**src/design/scba_pkg.sv**
```systemverilog
`timescale 1ns / 1ps

package scba_pkg;

    localparam int NUM_POOLS  = 4;
    localparam int MAX_BLOCKS = 16;
    localparam int NUM_TYPES  = 16;

    localparam int POOL_W = $clog2(NUM_POOLS);
    localparam int IDX_W  = $clog2(MAX_BLOCKS);
    localparam int CNT_W  = $clog2(MAX_BLOCKS + 1);
    localparam int SLOTS  = NUM_POOLS * MAX_BLOCKS;
    localparam int SLOT_W = POOL_W + IDX_W;

    // fixed field widths of the word and the registers
    localparam int MODE_W   = 2;
    localparam int TYPE_W   = 4;
    localparam int SIZE_W   = 16;
    localparam int CNTF_W   = 5;
    localparam int STATUS_W = 2;
    localparam int HPOOL_W  = 2;
    localparam int HIDX_W   = 4;

    localparam logic [MODE_W-1:0] MODE_ALLOC   = 2'd0;
    localparam logic [MODE_W-1:0] MODE_RELEASE = 2'd1;
    localparam logic [MODE_W-1:0] MODE_REBUILD = 2'd2;

    localparam logic [STATUS_W-1:0] ST_OK     = 2'd0;
    localparam logic [STATUS_W-1:0] ST_BAD    = 2'd1;
    localparam logic [STATUS_W-1:0] ST_NOFIT  = 2'd2;
    localparam logic [STATUS_W-1:0] ST_BADHDL = 2'd3;

    typedef struct packed {
        logic [MODE_W-1:0]  mode;
        logic [TYPE_W-1:0]  req_type;
        logic [SIZE_W-1:0]  req_size;
        logic [HPOOL_W-1:0] handle_pool;
        logic [HIDX_W-1:0]  handle_index;
    } t_req;

    typedef struct packed {
        logic [STATUS_W-1:0] status;
        logic [HPOOL_W-1:0]  out_pool;
        logic [HIDX_W-1:0]   out_index;
        logic [CNTF_W-1:0]   pool_free_left;
    } t_result;

    typedef struct packed {
        logic [15:0] pool_types;
        logic [63:0] pool_block_sizes;
        logic [19:0] pool_counts;
    } t_cfg;

    typedef struct packed {
        logic              load;
        logic              exec;
        logic              sweep_we;
        logic              sweep_last;
        logic [SLOT_W-1:0] sweep_addr;
    } t_cmd;

    typedef struct packed {
        logic rebuild_req;
    } t_stat;

endpackage

```
**src/design/scba_ctrl.sv**
```systemverilog
`timescale 1ns / 1ps

module scba_ctrl import scba_pkg::*; (
    input  logic  i_clk,
    input  logic  i_rst_n,
    input  logic  i_start,
    input  t_stat i_stat,
    output logic  o_busy,
    output t_cmd  o_cmd
);

    localparam logic [1:0] S_IDLE  = 2'd0;
    localparam logic [1:0] S_EXEC  = 2'd1;
    localparam logic [1:0] S_SWEEP = 2'd2;

    logic [1:0]        r_state, n_state;
    logic [SLOT_W-1:0] r_sweep_addr, n_sweep_addr;
    logic              load;

    assign load   = i_start && (r_state == S_IDLE);
    assign o_busy = (r_state != S_IDLE);

    always_comb begin
        n_state      = r_state;
        n_sweep_addr = r_sweep_addr;
        case (r_state)
            S_IDLE: begin
                if (load) begin
                    n_state      = i_stat.rebuild_req ? S_SWEEP : S_EXEC;
                    n_sweep_addr = '0;
                end
            end
            S_EXEC: begin
                n_state = S_IDLE;
            end
            S_SWEEP: begin
                n_sweep_addr = r_sweep_addr + 1'b1;
                if (r_sweep_addr == SLOT_W'(SLOTS - 1)) begin
                    n_state = S_IDLE;
                end
            end
            default: begin
                n_state = S_IDLE;
            end
        endcase
    end

    always_ff @(posedge i_clk) begin
        if (!i_rst_n) begin
            r_state      <= S_IDLE;
            r_sweep_addr <= '0;
        end else begin
            r_state      <= n_state;
            r_sweep_addr <= n_sweep_addr;
        end
    end

    always_comb begin
        o_cmd.load       = load;
        o_cmd.exec       = (r_state == S_EXEC);
        o_cmd.sweep_we   = (r_state == S_SWEEP);
        o_cmd.sweep_last = (r_state == S_SWEEP) && (r_sweep_addr == SLOT_W'(SLOTS - 1));
        o_cmd.sweep_addr = r_sweep_addr;
    end

endmodule

```
**src/design/scba_dp.sv**
```systemverilog
`timescale 1ns / 1ps

module scba_dp import scba_pkg::*; (
    input  logic    i_clk,
    input  logic    i_rst_n,
    input  t_cfg    i_cfg,
    input  t_req    i_req,
    input  t_cmd    i_cmd,
    output t_stat   o_stat,
    output logic    o_done,
    output t_result o_result
);

    // free stacks, one row of MAX_BLOCKS per pool
    logic [IDX_W-1:0]  r_mem [SLOTS];
    logic [IDX_W-1:0]  r_rd_data;

    logic [CNT_W-1:0]  r_free_cnt [NUM_POOLS];
    logic [CNT_W-1:0]  n_free_cnt [NUM_POOLS];
    logic [SLOTS-1:0]  r_in_use, n_in_use;

    t_req              r_req;
    logic              r_hit;
    logic [POOL_W-1:0] r_pick;

    logic              r_done;
    t_result           r_res, n_res;

    logic              req_bad;
    logic              hit;
    logic [POOL_W-1:0] pick;
    logic [CNT_W-1:0]  pick_top;
    logic [SLOT_W-1:0] rd_addr;

    logic              mem_we;
    logic [SLOT_W-1:0] mem_waddr;
    logic [IDX_W-1:0]  mem_wdata;

    logic [POOL_W-1:0] rel_pool;
    logic [IDX_W-1:0]  rel_idx;
    logic              rel_ok;
    logic [CNT_W-1:0]  rel_cnt;
    logic [CNT_W-1:0]  alloc_top;

    assign o_stat.rebuild_req = (i_req.mode == MODE_REBUILD);

    assign req_bad = (i_req.req_size == '0) || (32'(i_req.req_type) >= NUM_TYPES);

    // first pool that fits, from the incoming word
    always_comb begin
        hit  = 1'b0;
        pick = '0;
        for (int p = NUM_POOLS - 1; p >= 0; p--) begin
            if (i_cfg.pool_types[p*TYPE_W +: TYPE_W] == i_req.req_type &&
                i_cfg.pool_block_sizes[p*SIZE_W +: SIZE_W] >= i_req.req_size &&
                r_free_cnt[p] != '0 && !req_bad) begin
                hit  = 1'b1;
                pick = POOL_W'(p);
            end
        end
        pick_top = r_free_cnt[pick] - 1'b1;
        rd_addr  = {pick, pick_top[IDX_W-1:0]};
    end

    // release decode from the latched word
    always_comb begin
        rel_pool = r_req.handle_pool[POOL_W-1:0];
        rel_idx  = r_req.handle_index[IDX_W-1:0];
        rel_cnt  = r_free_cnt[rel_pool];
        rel_ok   = (32'(r_req.handle_pool) < NUM_POOLS) &&
                   (32'(r_req.handle_index) < MAX_BLOCKS) &&
                   r_in_use[{rel_pool, rel_idx}] &&
                   (rel_cnt < CNT_W'(MAX_BLOCKS));
        alloc_top = r_free_cnt[r_pick] - 1'b1;
    end

    always_comb begin
        mem_we    = 1'b0;
        mem_waddr = i_cmd.sweep_addr;
        mem_wdata = i_cmd.sweep_addr[IDX_W-1:0];
        if (i_cmd.sweep_we) begin
            mem_we = 1'b1;
        end else if (i_cmd.exec && r_req.mode == MODE_RELEASE && rel_ok) begin
            mem_we    = 1'b1;
            mem_waddr = {rel_pool, rel_cnt[IDX_W-1:0]};
            mem_wdata = rel_idx;
        end
    end

    always_ff @(posedge i_clk) begin
        if (mem_we) begin
            r_mem[mem_waddr] <= mem_wdata;
        end
        if (i_cmd.load) begin
            r_rd_data <= r_mem[rd_addr];
        end
    end

    always_comb begin
        logic [CNT_W-1:0] cfg_cnt;
        cfg_cnt    = '0;
        n_free_cnt = r_free_cnt;
        n_in_use   = r_in_use;
        n_res      = '0;
        n_res.status = ST_BAD;
        if (i_cmd.load && o_stat.rebuild_req) begin
            n_in_use = '0;
            for (int p = 0; p < NUM_POOLS; p++) begin
                cfg_cnt = CNT_W'(i_cfg.pool_counts[p*CNTF_W +: CNTF_W]);
                n_free_cnt[p] = (cfg_cnt > CNT_W'(MAX_BLOCKS)) ? CNT_W'(MAX_BLOCKS) : cfg_cnt;
            end
        end
        if (i_cmd.exec) begin
            case (r_req.mode)
                MODE_ALLOC: begin
                    if (r_hit) begin
                        n_free_cnt[r_pick]          = alloc_top;
                        n_in_use[{r_pick, r_rd_data}] = 1'b1;
                        n_res.status         = ST_OK;
                        n_res.out_pool       = HPOOL_W'(r_pick);
                        n_res.out_index      = HIDX_W'(r_rd_data);
                        n_res.pool_free_left = CNTF_W'(alloc_top);
                    end else if ((r_req.req_size == '0) ||
                                 (32'(r_req.req_type) >= NUM_TYPES)) begin
                        n_res.status = ST_BAD;
                    end else begin
                        n_res.status = ST_NOFIT;
                    end
                end
                MODE_RELEASE: begin
                    if (rel_ok) begin
                        n_free_cnt[rel_pool]          = rel_cnt + 1'b1;
                        n_in_use[{rel_pool, rel_idx}] = 1'b0;
                        n_res.status         = ST_OK;
                        n_res.out_pool       = r_req.handle_pool;
                        n_res.out_index      = r_req.handle_index;
                        n_res.pool_free_left = CNTF_W'(rel_cnt + 1'b1);
                    end else begin
                        n_res.status = ST_BADHDL;
                    end
                end
                default: begin
                    n_res.status = ST_BAD;
                end
            endcase
        end
        if (i_cmd.sweep_last) begin
            n_res.status = ST_OK;
        end
    end

    always_ff @(posedge i_clk) begin
        if (!i_rst_n) begin
            r_in_use <= '0;
            r_done   <= 1'b0;
            for (int p = 0; p < NUM_POOLS; p++) begin
                r_free_cnt[p] <= '0;
            end
        end else begin
            r_in_use   <= n_in_use;
            r_free_cnt <= n_free_cnt;
            r_done     <= i_cmd.exec || i_cmd.sweep_last;
        end
    end

    always_ff @(posedge i_clk) begin
        if (i_cmd.load) begin
            r_req  <= i_req;
            r_hit  <= hit;
            r_pick <= pick;
        end
        if (i_cmd.exec || i_cmd.sweep_last) begin
            r_res <= n_res;
        end
    end

    assign o_done   = r_done;
    assign o_result = r_res;

endmodule

```
**src/design/size_class_block_allocator.sv**
```systemverilog
`timescale 1ns / 1ps
// Allocate and release: word taken on start, busy while it executes, o_done strobed in the
// cycle after that; a new word is taken only when not busy (read, then update).
// Rebuild: busy while the free-stack memory is swept one slot a cycle over all SLOTS (64)
// slots; result strobed after the sweep. The receiver cannot stall; o_done lasts one cycle.
// Reset (i_rst_n low, synchronous): state, config and done registers, free counts and in-use
// marks clear; stacks stay unwritten until the first rebuild.

module size_class_block_allocator import scba_pkg::*; (
    input  logic        i_clk,
    input  logic        i_rst_n,
    // command channel
    input  logic        start,
    output logic        busy,
    input  t_req        i_req,
    // result channel
    output logic        o_done,
    output t_result     o_result,
    // configuration port
    input  logic        psel,
    input  logic        penable,
    input  logic        pwrite,
    input  logic [4:0]  paddr,
    input  logic [63:0] pwdata,
    output logic [63:0] prdata,
    output logic        pready
);

    // register map, 8-byte stride since pool_block_sizes is 64 bits wide
    localparam logic [1:0] REG_TYPES  = 2'd0;
    localparam logic [1:0] REG_SIZES  = 2'd1;
    localparam logic [1:0] REG_COUNTS = 2'd2;

    logic [15:0] r_pool_types;
    logic [63:0] r_pool_block_sizes;
    logic [19:0] r_pool_counts;
    logic        cfg_wr;
    logic [1:0]  reg_sel;

    t_cfg  cfg;
    t_cmd  cmd;
    t_stat stat;

    assign pready  = 1'b1;
    assign reg_sel = paddr[4:3];
    assign cfg_wr  = psel && penable && pwrite && pready;

    always_ff @(posedge i_clk) begin
        if (!i_rst_n) begin
            r_pool_types       <= '0;
            r_pool_block_sizes <= '0;
            r_pool_counts      <= '0;
        end else if (cfg_wr) begin
            case (reg_sel)
                REG_TYPES:  r_pool_types       <= pwdata[15:0];
                REG_SIZES:  r_pool_block_sizes <= pwdata;
                REG_COUNTS: r_pool_counts      <= pwdata[19:0];
                default: begin
                end
            endcase
        end
    end

    always_comb begin
        case (reg_sel)
            REG_TYPES:  prdata = {48'd0, r_pool_types};
            REG_SIZES:  prdata = r_pool_block_sizes;
            REG_COUNTS: prdata = {44'd0, r_pool_counts};
            default:    prdata = '0;
        endcase
    end

    // types and sizes are live for allocate; counts only matter at rebuild
    assign cfg.pool_types       = r_pool_types;
    assign cfg.pool_block_sizes = r_pool_block_sizes;
    assign cfg.pool_counts      = r_pool_counts;

    // sequencer: idle / execute / sweep
    scba_ctrl u_ctrl (
        .i_clk   (i_clk),
        .i_rst_n (i_rst_n),
        .i_start (start),
        .i_stat  (stat),
        .o_busy  (busy),
        .o_cmd   (cmd)
    );

    // pool scan, free-stack memory, counts, in-use marks, result register
    scba_dp u_dp (
        .i_clk    (i_clk),
        .i_rst_n  (i_rst_n),
        .i_cfg    (cfg),
        .i_req    (i_req),
        .i_cmd    (cmd),
        .o_stat   (stat),
        .o_done   (o_done),
        .o_result (o_result)
    );

endmodule
```
**config.mk**
```make
export PLATFORM = sky130hd
export DESIGN_NAME = size_class_block_allocator
export DESIGN_NICKNAME = d
export VERILOG_FILES = /design/src/design/scba_pkg.sv /design/src/design/scba_ctrl.sv /design/src/design/scba_dp.sv /design/src/design/size_class_block_allocator.sv
export SDC_FILE = /design/constraint.sdc
export NUM_CORES = 1
export LEC_CHECK = 0
export BUFFER_PORTS_ARGS = -buffer_cell sky130_fd_sc_hd__buf_2
export CORE_UTILIZATION = 55
export DETAILED_ROUTE_END_ITERATION = 8
export GPL_TIMING_DRIVEN = 0
export HOLD_SLACK_MARGIN = 0.02
export PLACE_DENSITY = 0.83
export SLEW_MARGIN = 5
export SYNTH_ARGS = -nofsm -noshare
export SYNTH_HDL_FRONTEND = slang
export SYNTH_SLANG_ARGS = --single-unit
```
**constraint.sdc**
```tcl
create_clock -name i_clk -period 11.1 [get_ports i_clk]
set_input_delay 1.11 -clock i_clk [delete_from_list [all_inputs] [get_ports i_clk]]
set_output_delay 1.11 -clock i_clk [all_outputs]
set_load 0.01 [all_outputs]
```
==> impl_metrics.ini <==
[routing]
drcViolationCount = 0
drt-initial-drc-count = 3017
dr.pass1.iters = 6
drt_wl_total_um = 85400
drtAntennaViolNets = 0
vias_per_cell = 6.56
wl_per_cell_um = 25.9
vias = 21600

[critical_path]
cp_data_arrival_time_ns = 6.52
worstRegToRegCells = 17
crit_family = compound AO/OA/AOI/OAI gates
slowest_stage = buf_1
crit_chain = buf_2 > inv_1 > ha_1 > a21oi_1 > nor2_1 > a211oi_1 > o2111ai_1 > and2_1 > nor2_1 > o21a_1 > buf_2 > buf_1 > nand2_1 > o211ai_1 > o31ai_1 > a32oi_1 > o221ai_1
criticalPathCategory = input pin to register
slowest_delay_ns = 0.73
worstSetupStartpointType = input pin
rrSetupSlack_ns = 5.32
crit_fanout = 10
end_kind = register
worst-path-buf-inv = 4
required_ns = 11.40
crit-reg2reg-launch = r_pool_block_sizes[32]
r2r_end = u_dp.r_rd_data[0]
crit_cells = 17

[placed_design]
globalplace.congestion = 0.989
io_buffers = 173
hpwlAfterDp_um = 60100

[cts]
root_buffer = clkbuf_16
insertion_delay_ns = 0.62
cts.sinks = 493
cts_setup_buffers = 0
ctsHtreeMaxLevel = 2
tritoncts = yes
numCtsBuffers = 51
post_cts_resize_count = 0
ctsHoldBuffers = 0
path_clk_slew_ns = 0.07
cts_max_path_buffers = 3

[global_routing]
grt_antenna_before_repair = 4
grt_pass1_wl_um = 128000
overflow = 0
grt_pass1_vias = 21000
grt_use_total_pct = 36.5
grt_max_degree = 65

[floorplanning]
core.rowCount = 77
pin_count = 183
die_area_sq_um = 46000
start_util_pct = 55.9
die_w_um = 215
placeableCoreArea_sq_um = 44400
die-height_um = 215

[synthesis]
synthTopCellsByArea = edfxtp_1 36%, dfxtp_1 16%, nand2_1 6.5%
ys_top_cells_by_count = 427 x nand2_1, 300 x edfxtp_1, 193 x dfxtp_1, 146 x nor2_1, 129 x a21oi_1
ys_seq_elements = 493
synth_flop_cell = edfxtp_1
yosys_warnings = 0
syn-cell-area_sq_um = 24800
syn_area_per_cell_sq_um = 10.2
netlist.area_leader.share_pct = 36.3
synth_top_area_cell = edfxtp_1
synth_edf_count = 300
synth_most_common_cell = nand2_1
yosysSeqAreaShare_pct = 51.8
syn_nets = 2597
synthArstFlopShare_pct = 0
synth_cell_type_count = 94
netlist_instances = 2427

[worst_hold_path]
hold_path_end = r_pool_counts[6]
hold_class = register to register
min_from = r_pool_counts[6]
worstHoldPathCells = 2

[power]
powerDensity_nw_per_um2 = 142
peakVddDrop_mv = 0.123
p_leak_nw = 10.1

[timing]
final-max-slew-violation-count = 0
hold_viol_final = 0
timing.setup.tns_ns = 0
skew_ns = 0.0197
finalSetupViolations = 0
fin_crit_sh_pct = 56.0
rsz0062_at_grt = false
fmax_mhz = 161
tightestPinTransition_ns = 1.37
min_period_ns = 6.22
relSlewSlack_pct = 8.80

[layout]
fill_cells = 3493
syn2layout_area_growth_pct = 13.6
fin_util_pct = 63.6
num-nets-final = 2825
layout-drive-gt1-share_pct = 13.6

[run_status]
status = finished clean

[run]
max_cap_violations = 0
[state kept, by name (all words and copies together) (netlist names)]
register / count
r_pool_block_sizes: 64
r_pool_counts: 20
r_pool_types: 16
u_ctrl.r_state: 2
u_ctrl.r_sweep_addr: 6
u_dp.o_done: 1
u_dp.o_result: 13
u_dp.r_free_cnt: 20
u_dp.r_hit: 1
u_dp.r_in_use: 64
u_dp.r_mem: 256
u_dp.r_pick: 2
u_dp.r_rd_data: 4
u_dp.r_req: 18
u_dp.rel_idx: 4
u_dp.rel_pool: 2
[final cells by class]
cell class / instances / area, sq um / area share [%]
diodes: 2 / 5.00 / 0.0177
inverters: 38 / 143 / 0.505
clock buffers: 71 / 1490 / 5.27
flip-flops and latches: 493 / 12900 / 45.6
well taps: 592 / 741 / 2.62
plain buffers: 164 / 679 / 2.41
multi-input cells: 1732 / 11200 / 39.6
clock inverters: 25 / 213 / 0.753
repair buffers: 175 / 921 / 3.26
[worst max-delay path by stage]
stage / start / to
2_1_floorplan: u_dp.rel_idx[1] / u_dp.r_mem[0][3]
3_3_place_gp: u_dp.rel_idx[1] / u_dp.r_mem[21][3]
3_5_place_dp: i_req[19] / u_dp.r_rd_data[0]
4_1_cts: i_req[19] / u_dp.r_rd_data[0]
5_1_grt: i_req[19] / u_dp.r_rd_data[0]
6_report: i_req[19] / u_dp.r_rd_data[0]
[metrics by stage]
stage	cell area [sq um]	worst slack (ns)	cells	hold WS [ns]	total power, mW
final	28200	4.88	3292	0.482	4.01
after detailed placement	26500	4.74	3194	0.476	2.29
after floorplan	24800	5.50	2427	0.452	2.17
after global placement	26400	1.84	3192	0.468	2.29
after global routing	28200	4.87	3290	0.498	4.09
after CTS	28200	5.27	3290	0.482	3.99
[power breakdown]
group,total (mW),internal (mW),switching [mW]
sequential,1.96,1.95,0.0152
clock,1.74,0.970,0.775
combinational,0.306,0.0933,0.213
[routing by layer]
layer  global-route usage (%)  up-vias  share of wire, %
li1                         -     9409                 -
met1                     46.6    10200                38
met2                     57.4     1636                45
met3                     9.04      338                12
met4                     18.7        2               5.5
met5                        0        -             0.016
[logic make-up after synthesis]
group | after synthesis | share of synthesized area [%]
adders and majority gates | 67 | 3.37
xor gates and xnor gates | 26 | 0.947
and+or+nand+nor | 880 | 16.4
AOI/OAI and AO/OA | 622 | 17.9
other | 1 | 0.0151
muxes | 136 | 6.15
buffers and inverters | 202 | 3.31
DFF | 493 | 51.8
[worst register-to-register path, stage by stage, from the launching register on]
cell and delay, ns:
dfxtp_1 0.44, inv_1 0.09, ha_1 0.27, nand2b_4 0.15, a2111oi_4 0.36, a2111oi_2 0.11, o31ai_4 0.55, o211ai_2 0.28
a21o_1 0.25, buf_6 0.14, nand2_1 0.43, buf_2 0.46, clkbuf_1 0.67, nand3_1 0.16, o211ai_1 0.22, o211ai_1 0.15
a32oi_1 0.43, o221ai_1 0.32
[cell usage in the layout (no fill, tap or decap), types with 20 or more instances in the layout]
cell type,n
nand2_1,427
edfxtp_1,300
buf_2,203
dfxtp_1,193
nor2_1,146
a21oi_1,129
clkbuf_1,125
a21boi_0,102
mux2i_1,101
o21ai_0,68
ha_1,67
and2_1,63
a22o_1,63
clkbuf_16,55
nand3_1,52
o211ai_1,37
inv_1,36
nor2b_1,31
nand2b_1,28
a22oi_1,27
mux2_2,24
nor3_1,23
nor3b_1,23
a31oi_1,22
a221oi_1,20
No activity file was read; power rests on OpenSTA's default activity.
